--- src/design/text_console_cell_writer_core_assert.svh ---
// Assertion macros shared by the console writer modules.
`ifndef TEXT_CONSOLE_CELL_WRITER_CORE_ASSERT_SVH
`define TEXT_CONSOLE_CELL_WRITER_CORE_ASSERT_SVH

// Same-cycle implication, sampled on clk, off while rst_n is low.
`define TCCW_ASSERT_NOW(label, ante, cons) \
    label: assert property (@(posedge clk) disable iff (!rst_n) (ante) |-> (cons)) \
        else $error("tccw: same-cycle check failed");

// Next-cycle implication, sampled on clk, off while rst_n is low.
`define TCCW_ASSERT_NEXT(label, ante, cons) \
    label: assert property (@(posedge clk) disable iff (!rst_n) (ante) |=> (cons)) \
        else $error("tccw: next-cycle check failed");

`endif

--- src/design/tccw_pkg.sv ---
// Types and constants of the text console cell writer.
`default_nettype none

package tccw_pkg;

    localparam int CELL_INDEX_W    = 11;
    localparam int CELL_VALUE_W    = 16;
    localparam int CURSOR_ROW_W    = 5;
    localparam int CURSOR_COL_W    = 7;

    localparam logic [7:0] CH_BS         = 8'h08;
    localparam logic [7:0] CH_TAB        = 8'h09;
    localparam logic [7:0] CH_LF         = 8'h0A;
    localparam logic [7:0] CH_CR         = 8'h0D;
    localparam logic [7:0] CH_FIRST_PRINT = 8'h20;
    localparam logic [7:0] CH_LAST_PRINT  = 8'h7F;

    localparam logic [CELL_VALUE_W-1:0] BLANK_CELL = 16'h0F20;
    localparam int TAB_STOP = 8;

    localparam logic FUNC_PUT   = 1'b0;
    localparam logic FUNC_CLEAR = 1'b1;

    typedef struct packed {
        logic       func;
        logic [7:0] char_code;
        logic [3:0] bg_color;
        logic [3:0] fg_color;
    } in_item_t;

    typedef struct packed {
        logic                    cell_written;
        logic [CELL_INDEX_W-1:0] cell_index;
        logic [CELL_VALUE_W-1:0] cell_value;
        logic                    scrolled;
        logic [CELL_INDEX_W-1:0] cursor_offset;
        logic [CURSOR_ROW_W-1:0] cursor_row;
        logic [CURSOR_COL_W-1:0] cursor_col;
    } out_item_t;

    typedef enum logic [2:0] {
        ST_INIT,
        ST_IDLE,
        ST_STEP,
        ST_SCROLL,
        ST_CLEAR
    } state_t;

    // Controller to datapath.
    typedef struct packed {
        logic load;
        logic commit;
        logic sweep_restart;
        logic sweep_run;
        logic sweep_fill;
    } cmd_t;

    // Datapath to controller.
    typedef struct packed {
        logic is_clear;
        logic will_scroll;
        logic sweep_last;
        logic out_free;
    } sts_t;

endpackage

`default_nettype wire

--- src/design/tccw_chan_if.sv ---
// Valid/ready channel carrying one payload item per transfer.
`default_nettype none

interface tccw_chan_if #(
    parameter type payload_t = logic
) ();
    logic     valid;
    logic     ready;
    payload_t payload;

    modport source (output valid, output payload, input ready);
    modport sink   (input valid, input payload, output ready);
endinterface

`default_nettype wire

--- src/design/tccw_ctrl.sv ---
// Sequencing state machine of the console writer.
`default_nettype none
`include "text_console_cell_writer_core_assert.svh"

module tccw_ctrl (
    input  wire logic          clk,
    input  wire logic          rst_n,
    input  wire logic          item_accept,
    input  wire tccw_pkg::sts_t sts,
    output tccw_pkg::cmd_t     cmd,
    output logic               item_ready
);

    tccw_pkg::state_t state_reg;
    tccw_pkg::state_t state_next;

    always_ff @(posedge clk or negedge rst_n)
    begin
        if (!rst_n)
        begin
            state_reg <= tccw_pkg::ST_INIT;
        end
        else
        begin
            state_reg <= state_next;
        end
    end

    always_comb
    begin
        state_next = state_reg;
        cmd        = '0;
        item_ready = 1'b0;
        unique case (state_reg)
            tccw_pkg::ST_INIT:
            begin
                cmd.sweep_run  = 1'b1;
                cmd.sweep_fill = 1'b1;
                if (sts.sweep_last)
                begin
                    state_next = tccw_pkg::ST_IDLE;
                end
            end
            tccw_pkg::ST_IDLE:
            begin
                item_ready = 1'b1;
                if (item_accept)
                begin
                    cmd.load   = 1'b1;
                    state_next = tccw_pkg::ST_STEP;
                end
            end
            tccw_pkg::ST_STEP:
            begin
                if (sts.out_free)
                begin
                    cmd.commit        = 1'b1;
                    cmd.sweep_restart = 1'b1;
                    if (sts.is_clear)
                    begin
                        state_next = tccw_pkg::ST_CLEAR;
                    end
                    else if (sts.will_scroll)
                    begin
                        state_next = tccw_pkg::ST_SCROLL;
                    end
                    else
                    begin
                        state_next = tccw_pkg::ST_IDLE;
                    end
                end
            end
            tccw_pkg::ST_SCROLL:
            begin
                cmd.sweep_run = 1'b1;
                if (sts.sweep_last)
                begin
                    state_next = tccw_pkg::ST_IDLE;
                end
            end
            tccw_pkg::ST_CLEAR:
            begin
                cmd.sweep_run  = 1'b1;
                cmd.sweep_fill = 1'b1;
                if (sts.sweep_last)
                begin
                    state_next = tccw_pkg::ST_IDLE;
                end
            end
            default:
            begin
                state_next = tccw_pkg::ST_INIT;
            end
        endcase
    end

    `TCCW_ASSERT_NEXT(a_accept_then_step, item_accept, state_reg == tccw_pkg::ST_STEP)

endmodule

`default_nettype wire

--- src/design/tccw_datapath.sv ---
// Cursor arithmetic, cell store with sweep engine, and result register.
`default_nettype none
`include "text_console_cell_writer_core_assert.svh"

module tccw_datapath #(
    parameter int COLUMNS = 80,
    parameter int ROWS    = 25
) (
    input  wire logic               clk,
    input  wire logic               rst_n,
    input  wire tccw_pkg::cmd_t     cmd,
    input  wire tccw_pkg::in_item_t item_in,
    input  wire logic               result_ready,
    output tccw_pkg::sts_t          sts,
    output logic                    result_valid,
    output tccw_pkg::out_item_t     result_out
);

    localparam int CELLS  = COLUMNS * ROWS;
    localparam int ADDR_W = $clog2(CELLS);
    localparam int COL_W  = $clog2(COLUMNS);
    localparam int ROW_W  = $clog2(ROWS);
    localparam logic [ADDR_W-1:0] LAST_ROW_BASE = ADDR_W'((ROWS - 1) * COLUMNS);
    localparam logic [ADDR_W-1:0] LAST_CELL     = ADDR_W'(CELLS - 1);
    localparam logic [COL_W:0]    TAB_MASK      = ~((COL_W + 1)'(tccw_pkg::TAB_STOP - 1));
    localparam logic [COL_W:0]    COL_LIMIT     = (COL_W + 1)'(COLUMNS);
    localparam logic [ROW_W:0]    ROW_LIMIT     = (ROW_W + 1)'(ROWS);
    localparam logic [ROW_W:0]    ROW_LAST      = (ROW_W + 1)'(ROWS - 1);

    tccw_pkg::in_item_t item_reg;
    logic [COL_W-1:0]   col_reg;
    logic [ROW_W-1:0]   row_reg;

    logic [COL_W:0]     col_next;
    logic [ROW_W:0]     row_next;
    logic               written;
    logic               scroll;
    logic [ADDR_W-1:0]  cell_addr;
    logic [ADDR_W-1:0]  offset;
    logic [15:0]        cell_data;

    logic [tccw_pkg::CELL_VALUE_W-1:0] mem [CELLS];
    logic [ADDR_W-1:0]  ptr_reg;
    logic [ADDR_W-1:0]  wr_addr_reg;
    logic               wr_pending_reg;
    logic               wr_blank_reg;
    logic [tccw_pkg::CELL_VALUE_W-1:0] rd_data_reg;
    logic [ADDR_W-1:0]  rd_addr;
    logic               mem_we;
    logic [ADDR_W-1:0]  mem_waddr;
    logic [tccw_pkg::CELL_VALUE_W-1:0] mem_wdata;

    logic                out_valid_reg;
    tccw_pkg::out_item_t out_reg;

    always_ff @(posedge clk)
    begin
        if (cmd.load)
        begin
            item_reg <= item_in;
        end
    end

    // Next cursor position for the held item.
    always_comb
    begin
        col_next = {1'b0, col_reg};
        row_next = {1'b0, row_reg};
        written  = 1'b0;
        scroll   = 1'b0;
        if (item_reg.func == tccw_pkg::FUNC_CLEAR)
        begin
            col_next = '0;
            row_next = '0;
        end
        else
        begin
            unique case (item_reg.char_code) inside
                tccw_pkg::CH_BS:
                begin
                    if (col_reg != '0)
                    begin
                        col_next = {1'b0, col_reg} - (COL_W + 1)'(1);
                    end
                end
                tccw_pkg::CH_TAB:
                begin
                    col_next = ({1'b0, col_reg} + (COL_W + 1)'(tccw_pkg::TAB_STOP)) & TAB_MASK;
                end
                tccw_pkg::CH_CR:
                begin
                    col_next = '0;
                end
                tccw_pkg::CH_LF:
                begin
                    col_next = '0;
                    row_next = {1'b0, row_reg} + (ROW_W + 1)'(1);
                end
                [tccw_pkg::CH_FIRST_PRINT:tccw_pkg::CH_LAST_PRINT]:
                begin
                    written  = 1'b1;
                    col_next = {1'b0, col_reg} + (COL_W + 1)'(1);
                end
                default:
                begin
                    written = 1'b0;
                end
            endcase
            if (col_next >= COL_LIMIT)
            begin
                col_next = '0;
                row_next = row_next + (ROW_W + 1)'(1);
            end
            if (row_next >= ROW_LIMIT)
            begin
                scroll   = 1'b1;
                row_next = ROW_LAST;
            end
        end
    end

    assign cell_addr = ADDR_W'(row_reg) * ADDR_W'(COLUMNS) + ADDR_W'(col_reg);
    assign offset    = ADDR_W'(row_next) * ADDR_W'(COLUMNS) + ADDR_W'(col_next);
    assign cell_data = {item_reg.bg_color, item_reg.fg_color, item_reg.char_code};

    always_ff @(posedge clk or negedge rst_n)
    begin
        if (!rst_n)
        begin
            col_reg <= '0;
            row_reg <= '0;
        end
        else if (cmd.commit)
        begin
            col_reg <= col_next[COL_W-1:0];
            row_reg <= row_next[ROW_W-1:0];
        end
    end

    // Sweep engine: issue a read ahead, write the cell in the next cycle.
    always_ff @(posedge clk or negedge rst_n)
    begin
        if (!rst_n)
        begin
            ptr_reg        <= '0;
            wr_pending_reg <= 1'b0;
        end
        else
        begin
            wr_pending_reg <= cmd.sweep_run;
            if (cmd.sweep_restart)
            begin
                ptr_reg <= '0;
            end
            else if (cmd.sweep_run)
            begin
                ptr_reg <= ptr_reg + ADDR_W'(1);
            end
        end
    end

    always_ff @(posedge clk)
    begin
        wr_addr_reg  <= ptr_reg;
        wr_blank_reg <= cmd.sweep_fill || (ptr_reg >= LAST_ROW_BASE);
    end

    assign rd_addr = (ptr_reg >= LAST_ROW_BASE) ? ptr_reg : ptr_reg + ADDR_W'(COLUMNS);

    always_comb
    begin
        mem_we    = 1'b0;
        mem_waddr = cell_addr;
        mem_wdata = cell_data;
        if (wr_pending_reg)
        begin
            mem_we    = 1'b1;
            mem_waddr = wr_addr_reg;
            mem_wdata = wr_blank_reg ? tccw_pkg::BLANK_CELL : rd_data_reg;
        end
        else if (cmd.commit && written)
        begin
            mem_we = 1'b1;
        end
    end

    always_ff @(posedge clk)
    begin
        if (mem_we)
        begin
            mem[mem_waddr] <= mem_wdata;
        end
        rd_data_reg <= mem[rd_addr];
    end

    // Result register.
    always_ff @(posedge clk or negedge rst_n)
    begin
        if (!rst_n)
        begin
            out_valid_reg <= 1'b0;
        end
        else if (cmd.commit)
        begin
            out_valid_reg <= 1'b1;
        end
        else if (result_ready)
        begin
            out_valid_reg <= 1'b0;
        end
    end

    always_ff @(posedge clk)
    begin
        if (cmd.commit)
        begin
            out_reg.cell_written  <= written;
            out_reg.cell_index    <= written ? tccw_pkg::CELL_INDEX_W'(cell_addr) : '0;
            out_reg.cell_value    <= written ? cell_data : '0;
            out_reg.scrolled      <= scroll;
            out_reg.cursor_offset <= tccw_pkg::CELL_INDEX_W'(offset);
            out_reg.cursor_row    <= tccw_pkg::CURSOR_ROW_W'(row_next);
            out_reg.cursor_col    <= tccw_pkg::CURSOR_COL_W'(col_next);
        end
    end

    assign result_valid    = out_valid_reg;
    assign result_out      = out_reg;
    assign sts.is_clear    = (item_reg.func == tccw_pkg::FUNC_CLEAR);
    assign sts.will_scroll = scroll;
    assign sts.sweep_last  = (ptr_reg == LAST_CELL);
    assign sts.out_free    = !out_valid_reg || result_ready;

    `TCCW_ASSERT_NOW(a_commit_has_slot, cmd.commit, sts.out_free)
    `TCCW_ASSERT_NOW(a_no_write_clash, wr_pending_reg, !cmd.commit)
    `TCCW_ASSERT_NEXT(a_clear_homes, cmd.commit && sts.is_clear, row_reg == '0 && col_reg == '0)

endmodule

`default_nettype wire

--- src/design/text_console_cell_writer_core.sv ---
// Top level of the text console cell writer.
`default_nettype none

// Text-mode console writer. Each transfer on item carries either a character
// byte with 4-bit background and foreground colors (func = 0) or a clear
// command (func = 1). Printable bytes 0x20..0x7F are stored at the cursor as
// {back, fore, char} and advance it; backspace, tab (next multiple of 8),
// carriage return and line feed move the cursor; other bytes change nothing.
// A full line wraps, and moving past the last row scrolls the store up one
// row and blanks the bottom row with white-on-black spaces. Every item yields
// exactly one transfer on result carrying the stored cell (if any) and the
// new cursor row, column and offset row*COLUMNS+column.
// Sequence: an item is taken in ST_IDLE; ST_STEP then updates the cursor,
// writes the cell and loads the result register once that register is free;
// the result register lets the next item be taken while a result still waits.
// A scroll or a clear then walks the whole cell store through its single
// write port, one cell per cycle, with item held off. After reset the store
// is filled with blanks the same way before the first item is taken.
module text_console_cell_writer_core #(
    parameter int COLUMNS = 80,
    parameter int ROWS    = 25
) (
    input wire logic clk,
    input wire logic rst_n,
    tccw_chan_if.sink   item,
    tccw_chan_if.source result
);

    tccw_pkg::cmd_t      cmd;
    tccw_pkg::sts_t      sts;
    tccw_pkg::in_item_t  item_payload;
    tccw_pkg::out_item_t result_payload;
    logic                item_ready;
    logic                item_accept;
    logic                result_valid;

    assign item_payload = item.payload;
    assign item_accept  = item.valid && item_ready;
    assign item.ready   = item_ready;

    // Sequence item intake, cell update and store sweeps.
    tccw_ctrl u_ctrl (
        .clk         (clk),
        .rst_n       (rst_n),
        .item_accept (item_accept),
        .sts         (sts),
        .cmd         (cmd),
        .item_ready  (item_ready)
    );

    // Hold cursor, cell store and result register.
    tccw_datapath #(
        .COLUMNS (COLUMNS),
        .ROWS    (ROWS)
    ) u_datapath (
        .clk          (clk),
        .rst_n        (rst_n),
        .cmd          (cmd),
        .item_in      (item_payload),
        .result_ready (result.ready),
        .sts          (sts),
        .result_valid (result_valid),
        .result_out   (result_payload)
    );

    assign result.valid   = result_valid;
    assign result.payload = result_payload;

endmodule

`default_nettype wire

--- src/flat_wrapper.sv ---
// flat-port wrapper written by rule: the top's interface ports become plain ports
module text_console_cell_writer_core_flat 
#(
    parameter int COLUMNS = 80,
    parameter int ROWS    = 25
)
  (clk, rst_n, item_valid, item_payload, item_ready, result_valid, result_payload, result_ready);
  tccw_chan_if #(.payload_t(tccw_pkg::in_item_t)) item_i ();
  tccw_chan_if #(.payload_t(tccw_pkg::out_item_t)) result_i ();
  input wire logic clk;
  input wire logic rst_n;
  input wire logic [$bits(item_i.valid)-1:0] item_valid;
  input wire logic [$bits(item_i.payload)-1:0] item_payload;
  output wire logic [$bits(item_i.ready)-1:0] item_ready;
  output wire logic [$bits(result_i.valid)-1:0] result_valid;
  output wire logic [$bits(result_i.payload)-1:0] result_payload;
  input wire logic [$bits(result_i.ready)-1:0] result_ready;
  assign item_i.valid = item_valid;
  assign item_i.payload = item_payload;
  assign item_ready = item_i.ready;
  assign result_valid = result_i.valid;
  assign result_payload = result_i.payload;
  assign result_i.ready = result_ready;
  text_console_cell_writer_core #(.COLUMNS(COLUMNS), .ROWS(ROWS)) u_core (.clk(clk), .rst_n(rst_n), .item(item_i), .result(result_i));
endmodule
--- config.mk ---
export PLATFORM = sky130hd
export DESIGN_NAME = text_console_cell_writer_core_flat
export DESIGN_NICKNAME = d
export VERILOG_FILES = /design/src/design/tccw_pkg.sv /design/src/design/tccw_chan_if.sv /design/src/design/tccw_ctrl.sv /design/src/design/tccw_datapath.sv /design/src/design/text_console_cell_writer_core.sv /design/src/flat_wrapper.sv
export VERILOG_INCLUDE_DIRS = /design/src /design/src/design
export SDC_FILE = /design/constraint.sdc
export NUM_CORES = 1
export LEC_CHECK = 0
export BUFFER_PORTS_ARGS = -buffer_cell sky130_fd_sc_hd__buf_4
export CAP_MARGIN = 20
export CORE_MARGIN = 1.5
export CORE_UTILIZATION = 54
export CTS_BUF_LIST = sky130_fd_sc_hd__clkbuf_8
export DETAILED_ROUTE_END_ITERATION = 10
export GPL_ROUTABILITY_DRIVEN = 0
export PLACE_DENSITY = 0.79
export SLEW_MARGIN = 20
export SYNTH_ARGS = -nofsm -noshare
export SYNTH_HDL_FRONTEND = slang
export SYNTH_SLANG_ARGS = --single-unit
--- constraint.sdc ---
create_clock -name clk -period 5.3 [get_ports clk]
set_input_delay 0.265 -clock clk [delete_from_list [all_inputs] [get_ports clk]]
set_output_delay 0.265 -clock clk [all_outputs]
set_load 0.005 [all_outputs]
==> impl_summary.txt, run 1 <==
----------------------------------------------------
[Synthesis]
  Area of the mapped netlist ... 5250 µm²
  Share of the synthesized area in compound gates (AO/OA/AOI/OAI) ... 12.9%
  Netlist cell types ... 67
  Multiplexer share of the synthesized area ... 1.43%
  Xor-xnor portion of the synthesized cell area ... 5.51%
  Most used flip-flop cell after synthesis ... edfxtp_1
  Post-synthesis register bit count ... 92
  Main combinational cell family by area after synthesis ... simple AND/OR/NAND/NOR gates
  Post-Synthesis Cells ... 482
  Number of enable-type register cells in the synthesized netlist ... 65
  Adder and majority cell fraction of the synthesized area ... 7.96%
  Register area share after synthesis ... 50.1%
  Asr flop ratio synth ... 29.3%
  Synthesized area per cell ... 10.9 µm²
  Warnings, synthesis ... 0
  Post-synthesis share of cell area spent on and, or, nand and nor gates ... 18.5%

[Routing]
  Count of unresolved DRC violations after routing ... 0
  Via/cell ratio ... 5.89
  Total wire length after detailed routing ... 11300 µm
  Number of search-and-repair iterations in the first detailed-routing pass ... 9
  Routed vias ... 4067
  DR iter-0 viols ... 516
  Wire length per cell ... 16.3 µm
  Number of nets with antenna violations after detailed routing ... 0

[Clocking]
  TritonCTS Buffers ... 9
  # H-tree levels ... 3
  Sink count of the clock tree ... 92
  Clock latency reported for the late side of the worst-skew pair ... 380 ps
  CTS max path bufs ... 2
  CTS tree ... built
  Clock slew seen by the registers of the worst setup and hold paths ... 100 ps
  Master cell of the clock root buffer ... clkbuf_8

[Finish]
  Filler Cells Inserted ... 717
  Layout cell share with drive strength beyond 1 ... 22.2%
  Signed area change from the synthesized netlist to the final layout ... 17.3%
  Final layout net count ... 609
  Core occupancy in the finished layout ... 66.0%
  Antenna diode count ... 0
  Flip-flop count of the largest register, all copies and words added ... 48
  Count of non-filler cells in the finished layout ... 691

[Floorplan]
  Die H ... 102 µm
  Number of primary I/O pins ... 75
  Total die area ... 10300 µm²
  Width of the chip ... 102 µm
  Floorplan row count ... 35
  Floorplan Core Area ... 9330 µm²
  Effective utilization at floorplan ... 56.3%

[Timing]
  Achievable Freq ... 197 MHz
  Total negative slack for setup checks ... 0 ps
  Worst-Margin Slew ... 901 ps
  # setup viols final ... 0
  Hold Vio Cnt, Final ... 0
  Final cycle utilization of the critical path ... 95.8%
  Maximum clock skew at final layout ... 11.1 ps
  Minimum clock period after layout ... 5070 ps
  Max-slew violation total from the final report ... 0
  Normalized max-slew margin ... 39.9%

[Power and ir drop]
  Leakage power total ... 2.65 nW
  Power consumption ... 1.25 mW
  Switch share ... 23.2%
  Sequential fraction of design power ... 61.3%
  Power Density ... 203 nW/µm²
  Worst VDD drop ... 0.110 mV
  Internal Power ... 0.958 mW
  Logic pwr share ... 1.5%
  Share of power burned in the clock network ... 37.2%
  Power spent charging and discharging nets ... 0.289 mW

[Global route]
  Global route overflow ... 0
  Number of global-route vias before repair ... 3907
  Wire length of the first global-routing pass ... 18200 µm
  Met3 Resource Use GR ... 5.18%
  Pin count of the biggest net entering global routing ... 47
  Met2 track demand over resource in global routing ... 36.9%
  GRT Max-Usage Layer ... met2
  Antenna violations before repair ... 0
  All-layer global routing usage ... 22.8%
  Global-route track usage on met1 ... 29.6%

[Worst hold path]
  Hold Crit Class ... in2reg

[Critical path]
  Critical path arrival ... 5210 ps
  WP data required ... 5430 ps
  Critical path start-end classification ... reg2reg
  Critical Path End Type ... flop
  Largest fanout on the critical path ... 11
  Kind of start point of the critical path ... flop

[Placement]
  DP HPWL ... 7990 µm
  Port Buffer Count ... 74
  Count of placed standard cells including taps ... 673

[Outcome]
  Outcome ... finished clean

[Job]
  Maximum Capacitance Violations ... 0

----------------------------------------------------
[cell families (layout without fill, tap and decap cells)]
group	after synthesis	after routing
buffers and inverters	45	123
DFF	92	92
adders and majority gates	31	31
and+or+nand+nor	176	176
muxes	7	7
other	1	3
xor gates and xnor gates	33	33
AOI/OAI and AO/OA	97	97
[path summary, 6_finish.rpt]
path                                                 start  cells past startpoint  slack, ps                               end
hold / removal                             item_payload[8]                      1         60    u_core.u_datapath.cell_data[0]
setup / recovery              u_core.u_datapath.col_reg[0]                     17        230  u_core.u_datapath.result_out[22]
setup reg to reg              u_core.u_datapath.col_reg[0]                     17        230  u_core.u_datapath.result_out[22]
max in group asynchronous                            rst_n                      2       4680      u_core.u_datapath.row_reg[2]
hold reg to reg            u_core.u_datapath.cell_data[15]                      1        530  u_core.u_datapath.result_out[39]
min in group asynchronous                            rst_n                      2        350      u_core.u_datapath.row_reg[3]
[worst max-delay path, stage by stage, from the launching register on]
cell and delay, ps:
dfrtp_1 470, inv_1 110, ha_1 280, or4b_2 630, o2111ai_1 210, o21ai_0 120
nor3_1 330, nand2_1 330, a211oi_1 420, nand3b_4 280, nor3_2 90, ha_1 330
ha_1 220, inv_1 70, fa_1 450, nor3_1 250, xnor2_1 160, xnor2_1 80
[synth_stat cells (3+ instances only)]
master     n  area [µm²]
ha_1      27         338
nand3_1   19        95.1
a31oi_1    3        18.8
a21o_1    10        75.1
and2_1    21         131
edfxtp_1  65        1950
buf_4      4        30.0
fa_1       4        80.1
mux2_2     4        45.0
nor2b_1    8        50.1
nand2b_1   6        37.5
or4b_2     3        30.0
o21ai_0   21         105
o31ai_1    5        37.5
xor2_1    18         158
a211oi_1   4        30.0
xnor2_1   15         131
dfrtp_1   27         676
inv_1     24        90.1
nand2_1   35         131
clkbuf_1  12        45.0
o22ai_1    5        31.3
or3_1      7        43.8
nor3_1    16        80.1
a211o_1    3        26.3
nor3b_1    3        22.5
nor2_1    33         124
nand4_1    5        31.3
mux2i_1    3        30.0
nor4b_1    4        35.0
a21oi_1   22         110
[metal layers]
metal | vias to the layer above | wire (µm)
li1 | 1910 | -
met1 | 1923 | 4710
met2 | 190 | 5340
met3 | 44 | 867
met4 | 0 | 361
met5 | - | 0
[power by group through the flow]
stage	combinational [mW]	clock, mW	sequential [mW]
floorplan	0.00234	0	0.780
global placement	0.0181	0	0.780
detailed placement	0.0184	0	0.780
CTS	0.0191	0.472	0.764
global route	0.0208	0.496	0.764
finish	0.0187	0.464	0.764
[metrics by stage]
step / hold WS, ps / worst slack, ps / cell area [µm²]
floorplan: -30.6 / 232 / 5260
CTS: 45.5 / 21.2 / 6130
global route: 49.4 / -34.5 / 6160
global placement: 212 / 252 / 5930
detailed placement: 211 / 63.7 / 5930
finish: 56.2 / 225 / 6160
[layout by cell type (no fill, tap or decap), types with 19 or more instances in the layout]
master    instances
ha_1             26
a21oi_1          22
o21ai_0          21
dfrtp_1          27
and2_1           21
buf_4            81
inv_1            24
nand2_1          35
nand3_1          19
nor2_1           33
edfxtp_1         65
[final cells by class]
class                      instances  area, µm²  area share, %
multi-input combinational        347       2460           40.0
clock buffer                       9        124           2.01
sequential                        92       2630           42.7
timing repair buffer              82        618           10.0
inverter                          25       93.8           1.52
tap                              129        161           2.62
clock inverter                     7       67.6           1.10
[what timing repair did]
| item | 4_1_cts | 5_1_grt |
|---|---|---|
| hold buffers | 1 | 0 |
| endpoints found under the setup margin | 0 | 3 |
| gates resized for setup | 0 | 4 |
| buffers inserted | 0 | 1 |
| hold endpoints to repair | 27 | 0 |
Note: power is estimated with default switching activity, not from simulation.
==> run 2, diff against run 1 <==
--- a/config.mk
+++ b/config.mk
@@ -6,7 +6,8 @@
 export SDC_FILE = /design/constraint.sdc
 export NUM_CORES = 1
 export LEC_CHECK = 0
-export BUFFER_PORTS_ARGS = -buffer_cell sky130_fd_sc_hd__buf_4
+export ABC_CLOCK_PERIOD_IN_PS = 5300
+export BUFFER_PORTS_ARGS = -buffer_cell sky130_fd_sc_hd__buf_2
 export CAP_MARGIN = 20
 export CORE_MARGIN = 1.5
 export CORE_UTILIZATION = 54
==> run 2 against run 1 <==
Maximum frequency grew 0.18%. Non-clock buffer count grew 5. Routed wire length shrank 1.3%. Global-route usage grew 0.18 points. Die area is the same. Largest power group unchanged. Total power shrank 0.60%. Cell count grew 0.72%. Final area shrank 2.0%. Sequential cell count is the same. Sequential power is essentially flat. Critical path depth grew 1. Count of clock-buffer cells in the layout is the same.
==> impl_summary.txt, run 2 (synthesized netlist as in run 1, its figures left out) <==
----------------------------------------------------
[Critical path]
  Slowest library cell on the worst path ... edfxtp_1
  Worst stage delay on the critical path ... 500 ps (-130 ps)
  Series of cell instances along the critical path ... nor4_2 > nand2_1 > xnor2_2 > ha_2 > nand2_1 > o32a_1 > a21oi_2 > and3b_1 > o211ai_2 > nand3b_4 > nor3_4 > ha_1 > ha_1 > ha_1 > a21oi_1 > nor3_2 > xnor2_1 > xnor2_1
  Number of cells on the worst reg-to-reg path ... 18 (+1)
  WP data required ... 5440 ps (about the same)
  Number of cells on the critical path ... 18 (+1)
  Dominant cell type by count on the critical path ... ha_1
  Largest fanout on the critical path ... 9 (-2)
  Critical path arrival ... 5200 ps (about the same)
  Critical path start-end classification ... reg2reg
  WP buf/inv ... 0 (-2)
  Kind of start point of the critical path ... flop
  Critical Path End Type ... flop
  Cell type group with the largest total delay on the critical path ... simple AND/OR/NAND/NOR gates

[Finish]
  Count of non-filler cells in the finished layout ... 696 (+0.72%)
  Multi-input gate area ... 2480 µm² (+0.86%)
  Flip-flop count of the largest register, all copies and words added ... 48 (unchanged)
  Final layout net count ... 614 (+0.82%)
  Layout cell share with drive strength beyond 1 ... 23.5% (+1.2 points)
  Core occupancy in the finished layout ... 64.7% (-1.3 points)
  Combined flip-flop and latch cell area ... 2630 µm² (unchanged)
  Antenna diode count ... 0 (unchanged)
  Filler Cells Inserted ... 716 (-0.14%)
  Commonest cells after routing, fill and taps aside ... buf_2, edfxtp_1, nand2_1
  Most common cell after layout, fill and taps aside ... buf_2
  Signed area change from the synthesized netlist to the final layout ... 14.9%

[Clocking]
  Clock latency reported for the late side of the worst-skew pair ... 380 ps (about the same)
  CTS max path bufs ... 2 (unchanged)
  Clock slew seen by the registers of the worst setup and hold paths ... 100 ps (about the same)
  Sink count of the clock tree ... 92 (unchanged)
  CTS tree ... built
  Master cell of the clock root buffer ... clkbuf_8
  TritonCTS Buffers ... 9 (unchanged)
  # H-tree levels ... 3 (unchanged)

[Job]
  Maximum Capacitance Violations ... 0 (unchanged)

[Power and ir drop]
  Power spent charging and discharging nets ... 0.286 mW (-1.1%)
  Worst VDD drop ... 0.134 mV (+21%)
  Sequential fraction of design power ... 61.6% (+0.3 points)
  Logic pwr share ... 1.2% (-0.3 points)
  Leakage power total ... 2.64 nW (-0.24%)
  Share of power burned in the clock network ... 37.2% (about the same)
  Power Density ... 206 nW/µm² (+1.5%)
  Internal Power ... 0.954 mW (-0.44%)
  Switch share ... 23.1% (-0.12 points)

[Global route]
  Global-route track usage on met1 ... 31.0% (+1.4 points)
  Number of global-route vias before repair ... 3891 (-0.41%)
  Wire length of the first global-routing pass ... 18300 µm (+0.23%)
  GRT Max-Usage Layer ... met2
  Pin count of the biggest net entering global routing ... 47 (unchanged)
  Global route overflow ... 0 (unchanged)
  All-layer global routing usage ... 23.0% (+0.18 points)
  Antenna violations before repair ... 0 (unchanged)
  Met3 Resource Use GR ... 5.31% (+0.14 points)
  Met2 track demand over resource in global routing ... 36.1% (-0.87 points)

[Placement]
  Count of placed standard cells including taps ... 674 (+0.15%)
  DP HPWL ... 7920 µm (-0.83%)
  Port Buffer Count ... 74 (unchanged)

[Timing]
  Total negative slack for setup checks ... 0 ps (unchanged)
  Hold Vio Cnt, Final ... 0 (unchanged)
  Max-slew violation total from the final report ... 0 (unchanged)
  Worst-Margin Slew ... 887 ps (-14.1 ps)
  # setup viols final ... 0 (unchanged)
  Minimum clock period after layout ... 5070 ps (-9.11 ps)
  Final cycle utilization of the critical path ... 95.6% (-0.17 points)
  Maximum clock skew at final layout ... 20.5 ps (+9.47 ps)
  Achievable Freq ... 197 MHz (+0.18%)
  Normalized max-slew margin ... 40.8% (+0.86 points)

[Floorplan]
  Die H ... 102 µm (unchanged)
  Total die area ... 10300 µm² (unchanged)
  Width of the chip ... 102 µm (unchanged)
  Number of primary I/O pins ... 75 (unchanged)
  Effective utilization at floorplan ... 56.3% (unchanged)
  Floorplan row count ... 35 (unchanged)
  Floorplan Core Area ... 9330 µm² (unchanged)

[Routing]
  Number of search-and-repair iterations in the first detailed-routing pass ... 7 (-2)
  Total wire length after detailed routing ... 11100 µm (-1.3%)
  Number of nets with antenna violations after detailed routing ... 0 (unchanged)
  DR iter-0 viols ... 438 (-15%)
  Wire length per cell ... 16.0 µm (-2.0%)
  Via/cell ratio ... 5.88 (about the same)
  Count of unresolved DRC violations after routing ... 0 (unchanged)
  Routed vias ... 4094 (+0.66%)

[Outcome]
  Outcome ... finished clean

[Worst hold path]
  Hold Crit Class ... in2reg
  Hold Path Depth ... 1 (unchanged)

----------------------------------------------------
==> run 2: cell count changes in the layout (fill, tap and decap cells not counted), sizes merged <==
cell / delta
clkinv: +1
inv: -1
buf: +5
==> run 2: power by group through the flow <==
stage | Sequential, mW | Combinational, mW | Clock [mW]
floorplan | 0.780 | 0.00234 | 0
global placement | 0.780 | 0.0140 | 0
detailed placement | 0.780 | 0.0146 | 0
CTS | 0.764 | 0.0152 | 0.468
global route | 0.764 | 0.0170 | 0.495
finish | 0.764 | 0.0148 | 0.461
==> run 2: what timing repair did <==
| item | CTS | global route |
|---|---|---|
| resized for setup | 1 | 8 |
| buffers inserted | 0 | 5 |
| hold buffers | 1 | 0 |
| pin swaps | 0 | 1 |
| endpoints found under the hold margin | 27 | 0 |
| cloned | 0 | 0 |
| endpoints found under the setup margin | 1 | 2 |
==> run 2: layer usage <==
metal / part of all wire (%) / up-vias
li1: - / 1925
met1: 43 / 1941
met2: 47 / 200
met3: 7.6 / 28
met4: 2.4 / 0
met5: 0 / -
==> run 2: cell type report <==
cell class / instances / area share, %
Timing Repair Buffer: 87 / 7.80
Inverter: 25 / 1.56
Clock buffer: 9 / 2.05
Tap cell: 129 / 2.68
Multi-Input combinational cell: 347 / 41.2
Sequential cell: 92 / 43.6
Clock inverter: 7 / 1.14
==> run 2: path summary, 6_finish.rpt <==
check | start | end | slack, ps
min | item_payload[7] | u_core.u_datapath.cell_data[15] | 50
min reg2reg | u_core.u_datapath.cell_data[13] | u_core.u_datapath.result_out[37] | 530
min in group asynchronous | rst_n | u_core.u_datapath.result_valid | 440
max reg2reg | u_core.u_datapath.cell_data[0] | u_core.u_datapath.result_out[22] | 230
max | u_core.u_datapath.cell_data[0] | u_core.u_datapath.result_out[22] | 230
max in group asynchronous | rst_n | u_core.u_datapath.row_reg[0] | 4420
==> run 2: per-stage QoR <==
step	cell area (µm²)	total power [mW]	hold slack, ps	setup slack [ps]
finish	6030	1.24	50.4	234
CTS	5960	1.25	44.9	68.5
floorplan	5260	0.783	-30.6	232
global placement	5750	0.794	334	254
global route	6030	1.28	35.3	-8.29
detailed placement	5750	0.795	335	-20.7
==> run 3, diff against run 2 <==
--- a/config.mk
+++ b/config.mk
@@ -8,13 +8,13 @@
 export LEC_CHECK = 0
 export ABC_CLOCK_PERIOD_IN_PS = 5300
 export BUFFER_PORTS_ARGS = -buffer_cell sky130_fd_sc_hd__buf_2
-export CAP_MARGIN = 20
+export CAP_MARGIN = 25
 export CORE_MARGIN = 1.5
-export CORE_UTILIZATION = 54
+export CORE_UTILIZATION = 50
 export CTS_BUF_LIST = sky130_fd_sc_hd__clkbuf_8
 export DETAILED_ROUTE_END_ITERATION = 10
 export GPL_ROUTABILITY_DRIVEN = 0
-export PLACE_DENSITY = 0.79
+export PLACE_DENSITY = 0.74
 export SLEW_MARGIN = 20
 export SYNTH_ARGS = -nofsm -noshare
 export SYNTH_HDL_FRONTEND = slang
==> run 3 against run 2 <==
Via count down 1.4%. Core utilization down 5.5 points. Clock skew down 8.8 ps. Die area up 7.8%. Register-to-register slack worse by 30 ps. Cell count up 1.0%. Maximum frequency down 0.66%. Sequential cell count unchanged. Critical path type unchanged. Critical endpoint unchanged. Largest power group unchanged.
==> impl_summary.txt, run 3 (synthesized netlist as in run 1, its figures left out) <==
----------------------------------------------------
[Critical path]
  Critical path arrival ... 5230 ps (+30 ps)
  WP data required ... 5430 ps (about the same)
  Critical Path End Type ... flop
  Cell type group with the largest total delay on the critical path ... simple AND/OR/NAND/NOR gates
  Kind of start point of the critical path ... flop
  Largest fanout on the critical path ... 9 (unchanged)
  Worst stage delay on the critical path ... 610 ps (+110 ps)
  Number of cells on the critical path ... 19 (+1)
  Number of cells on the worst reg-to-reg path ... 19 (+1)
  WP buf/inv ... 0 (unchanged)
  Slowest library cell on the worst path ... or4_4
  Series of cell instances along the critical path ... or4_4 > nor2_1 > nand2_1 > o21ai_0 > ha_2 > nand4b_1 > mux2_2 > a21oi_2 > and3b_1 > o211ai_2 > nand3b_4 > nor3_4 > ha_1 > ha_1 > ha_1 > a21oi_1 > nor3_2 > xnor2_1 > xnor2_1
  Dominant cell type by count on the critical path ... ha_1
  Critical path start-end classification ... reg2reg

[Timing]
  # setup viols final ... 0 (unchanged)
  Final cycle utilization of the critical path ... 96.2% (+0.63 points)
  Achievable Freq ... 196 MHz (-0.66%)
  Maximum clock skew at final layout ... 11.8 ps (-8.78 ps)
  Max-slew violation total from the final report ... 0 (unchanged)
  Minimum clock period after layout ... 5100 ps (+33.5 ps)
  Hold Worst Slack ... 51.3 ps (+0.832 ps)
  Worst-Margin Slew ... 951 ps (+64.3 ps)
  Hold Vio Cnt, Final ... 0 (unchanged)
  Normalized max-slew margin ... 36.5% (-4.3 points)

[Power and ir drop]
  Worst VDD drop ... 0.116 mV (-13%)
  Leakage power total ... 2.64 nW (about the same)
  Power consumption ... 1.24 mW (+0.25%)
  Power Density ... 205 nW/µm² (-0.12%)

[Finish]
  Count of non-filler cells in the finished layout ... 703 (+1.0%)
  Filler Cells Inserted ... 850 (+19%)
  Commonest cells after routing, fill and taps aside ... buf_2, edfxtp_1, nand2_1
  Antenna diode count ... 0 (unchanged)
  Signed area change from the synthesized netlist to the final layout ... 15.3%
  Flip-flop count of the largest register, all copies and words added ... 48 (unchanged)
  Combined flip-flop and latch cell area ... 2630 µm² (unchanged)
  Layout cell share with drive strength beyond 1 ... 23.8% (+0.35 points)
  Core occupancy in the finished layout ... 59.2% (-5.5 points)
  Post-route design area ... 6050 µm² (+0.37%)
  Multi-input gate area ... 2500 µm² (+0.76%)
  Most common cell after layout, fill and taps aside ... buf_2
  Final layout net count ... 614 (unchanged)

[Floorplan]
  Floorplan Core Area ... 10200 µm² (+9.7%)
  Width of the chip ... 105 µm (+3.8%)
  Total die area ... 11100 µm² (+7.8%)
  Die H ... 105 µm (+3.8%)
  Effective utilization at floorplan ... 51.3% (-5.0 points)
  Floorplan row count ... 37 (+5.7%)
  Number of primary I/O pins ... 75 (unchanged)

[Clocking]
  # H-tree levels ... 3 (unchanged)
  Master cell of the clock root buffer ... clkbuf_8
  Sink count of the clock tree ... 92 (unchanged)
  CTS max path bufs ... 2 (unchanged)
  TritonCTS Buffers ... 9 (unchanged)
  CTS tree ... built
  Clock slew seen by the registers of the worst setup and hold paths ... 100 ps (about the same)
  Clock latency reported for the late side of the worst-skew pair ... 380 ps (about the same)

[Routing]
  Via/cell ratio ... 5.74 (-2.4%)
  Count of unresolved DRC violations after routing ... 0 (unchanged)
  DR iter-0 viols ... 380 (-13%)
  Number of nets with antenna violations after detailed routing ... 0 (unchanged)
  Total wire length after detailed routing ... 11400 µm (+2.4%)
  Routed vias ... 4035 (-1.4%)
  Wire length per cell ... 16.2 µm (+1.4%)
  Number of search-and-repair iterations in the first detailed-routing pass ... 5 (-2)

[Placement]
  DP HPWL ... 8080 µm (+1.9%)
  Count of placed standard cells including taps ... 682 (+1.2%)
  Port Buffer Count ... 74 (unchanged)
  Post-Place Cell Area ... 5760 µm² (+0.28%)

[Global route]
  Global route overflow ... 0 (unchanged)
  All-layer global routing usage ... 21.0% (-1.9 points)
  Wire length of the first global-routing pass ... 18300 µm (-0.11%)
  Number of global-route vias before repair ... 3810 (-2.1%)
  Antenna violations before repair ... 0 (unchanged)
  Pin count of the biggest net entering global routing ... 49 (+4.3%)

[Outcome]
  Outcome ... finished clean

[Job]
  Maximum Capacitance Violations ... 0 (unchanged)

[Worst hold path]
  Hold Crit Class ... in2reg
  Hold Path Depth ... 1 (unchanged)

----------------------------------------------------
## run 3: metal layers
layer	vias to the layer above	track usage [%]	share of wire [%]	wire [µm]
li1	1915	-	-	-
met1	1933	25.4	42	4770
met2	152	36.6	50	5750
met3	35	3.22	4.9	555
met4	0	10.4	2.9	328
met5	-	0	0	0
## run 3: cell type report
type / count / area share [%]
clock inverters: 6 / 0.827
flip-flops and latches: 92 / 43.4
multi-input cells: 347 / 41.4
repair buffers: 87 / 7.77
well taps: 136 / 2.81
clock buffers: 10 / 2.27
inverters: 25 / 1.55
## run 3: worst reg2reg max path, cell delays in order, from the launching register on
cell	delay [ps]
edfxtp_1	470
or4_4	610
nor2_1	170
nand2_1	90
o21ai_0	150
ha_2	340
nand4b_1	140
mux2_2	310
a21oi_2	170
and3b_1	220
o211ai_2	210
nand3b_4	170
nor3_4	230
ha_1	260
ha_1	290
ha_1	320
a21oi_1	280
nor3_2	90
xnor2_1	190
xnor2_1	110
## run 3: worst paths after layout
check                                           startpoint  slack [ps]                               end
hold / removal                            item_payload[13]          50    u_core.u_datapath.cell_data[5]
max in group asynchronous                            rst_n        4420      u_core.u_datapath.col_reg[3]
setup / recovery            u_core.u_datapath.cell_data[0]         200  u_core.u_datapath.result_out[22]
min in group asynchronous                            rst_n         450    u_core.u_datapath.result_valid
hold reg to reg            u_core.u_datapath.cell_data[13]         530  u_core.u_datapath.result_out[37]
setup reg to reg            u_core.u_datapath.cell_data[0]         200  u_core.u_datapath.result_out[22]
## run 3: report_power, final
part | internal (mW) | leakage (nW) | switching (mW)
clock network | 0.192 | 0.100 | 0.271
registers | 0.764 | 1.04 | 0.0000000000000000244
logic | 0.00678 | 1.50 | 0.00813
total | 0.963 | 2.64 | 0.280
## run 3: metrics by stage
stage | TNS (ps) | worst slack [ps]
after floorplan | 0 | 232
after global placement | 0 | 273
after detailed placement | -24.9 | -24.9
after CTS | 0 | 73.9
after global routing | -59.3 | -59.3
final | 0 | 201
## run 3: what timing repair did
item                       CTS  global route
hold buffers                 1             0
setup endpoints to repair    1             1
hold endpoints to repair    27             0
buffers inserted             0             4
resized for setup            2             9
pin swaps                    0             1
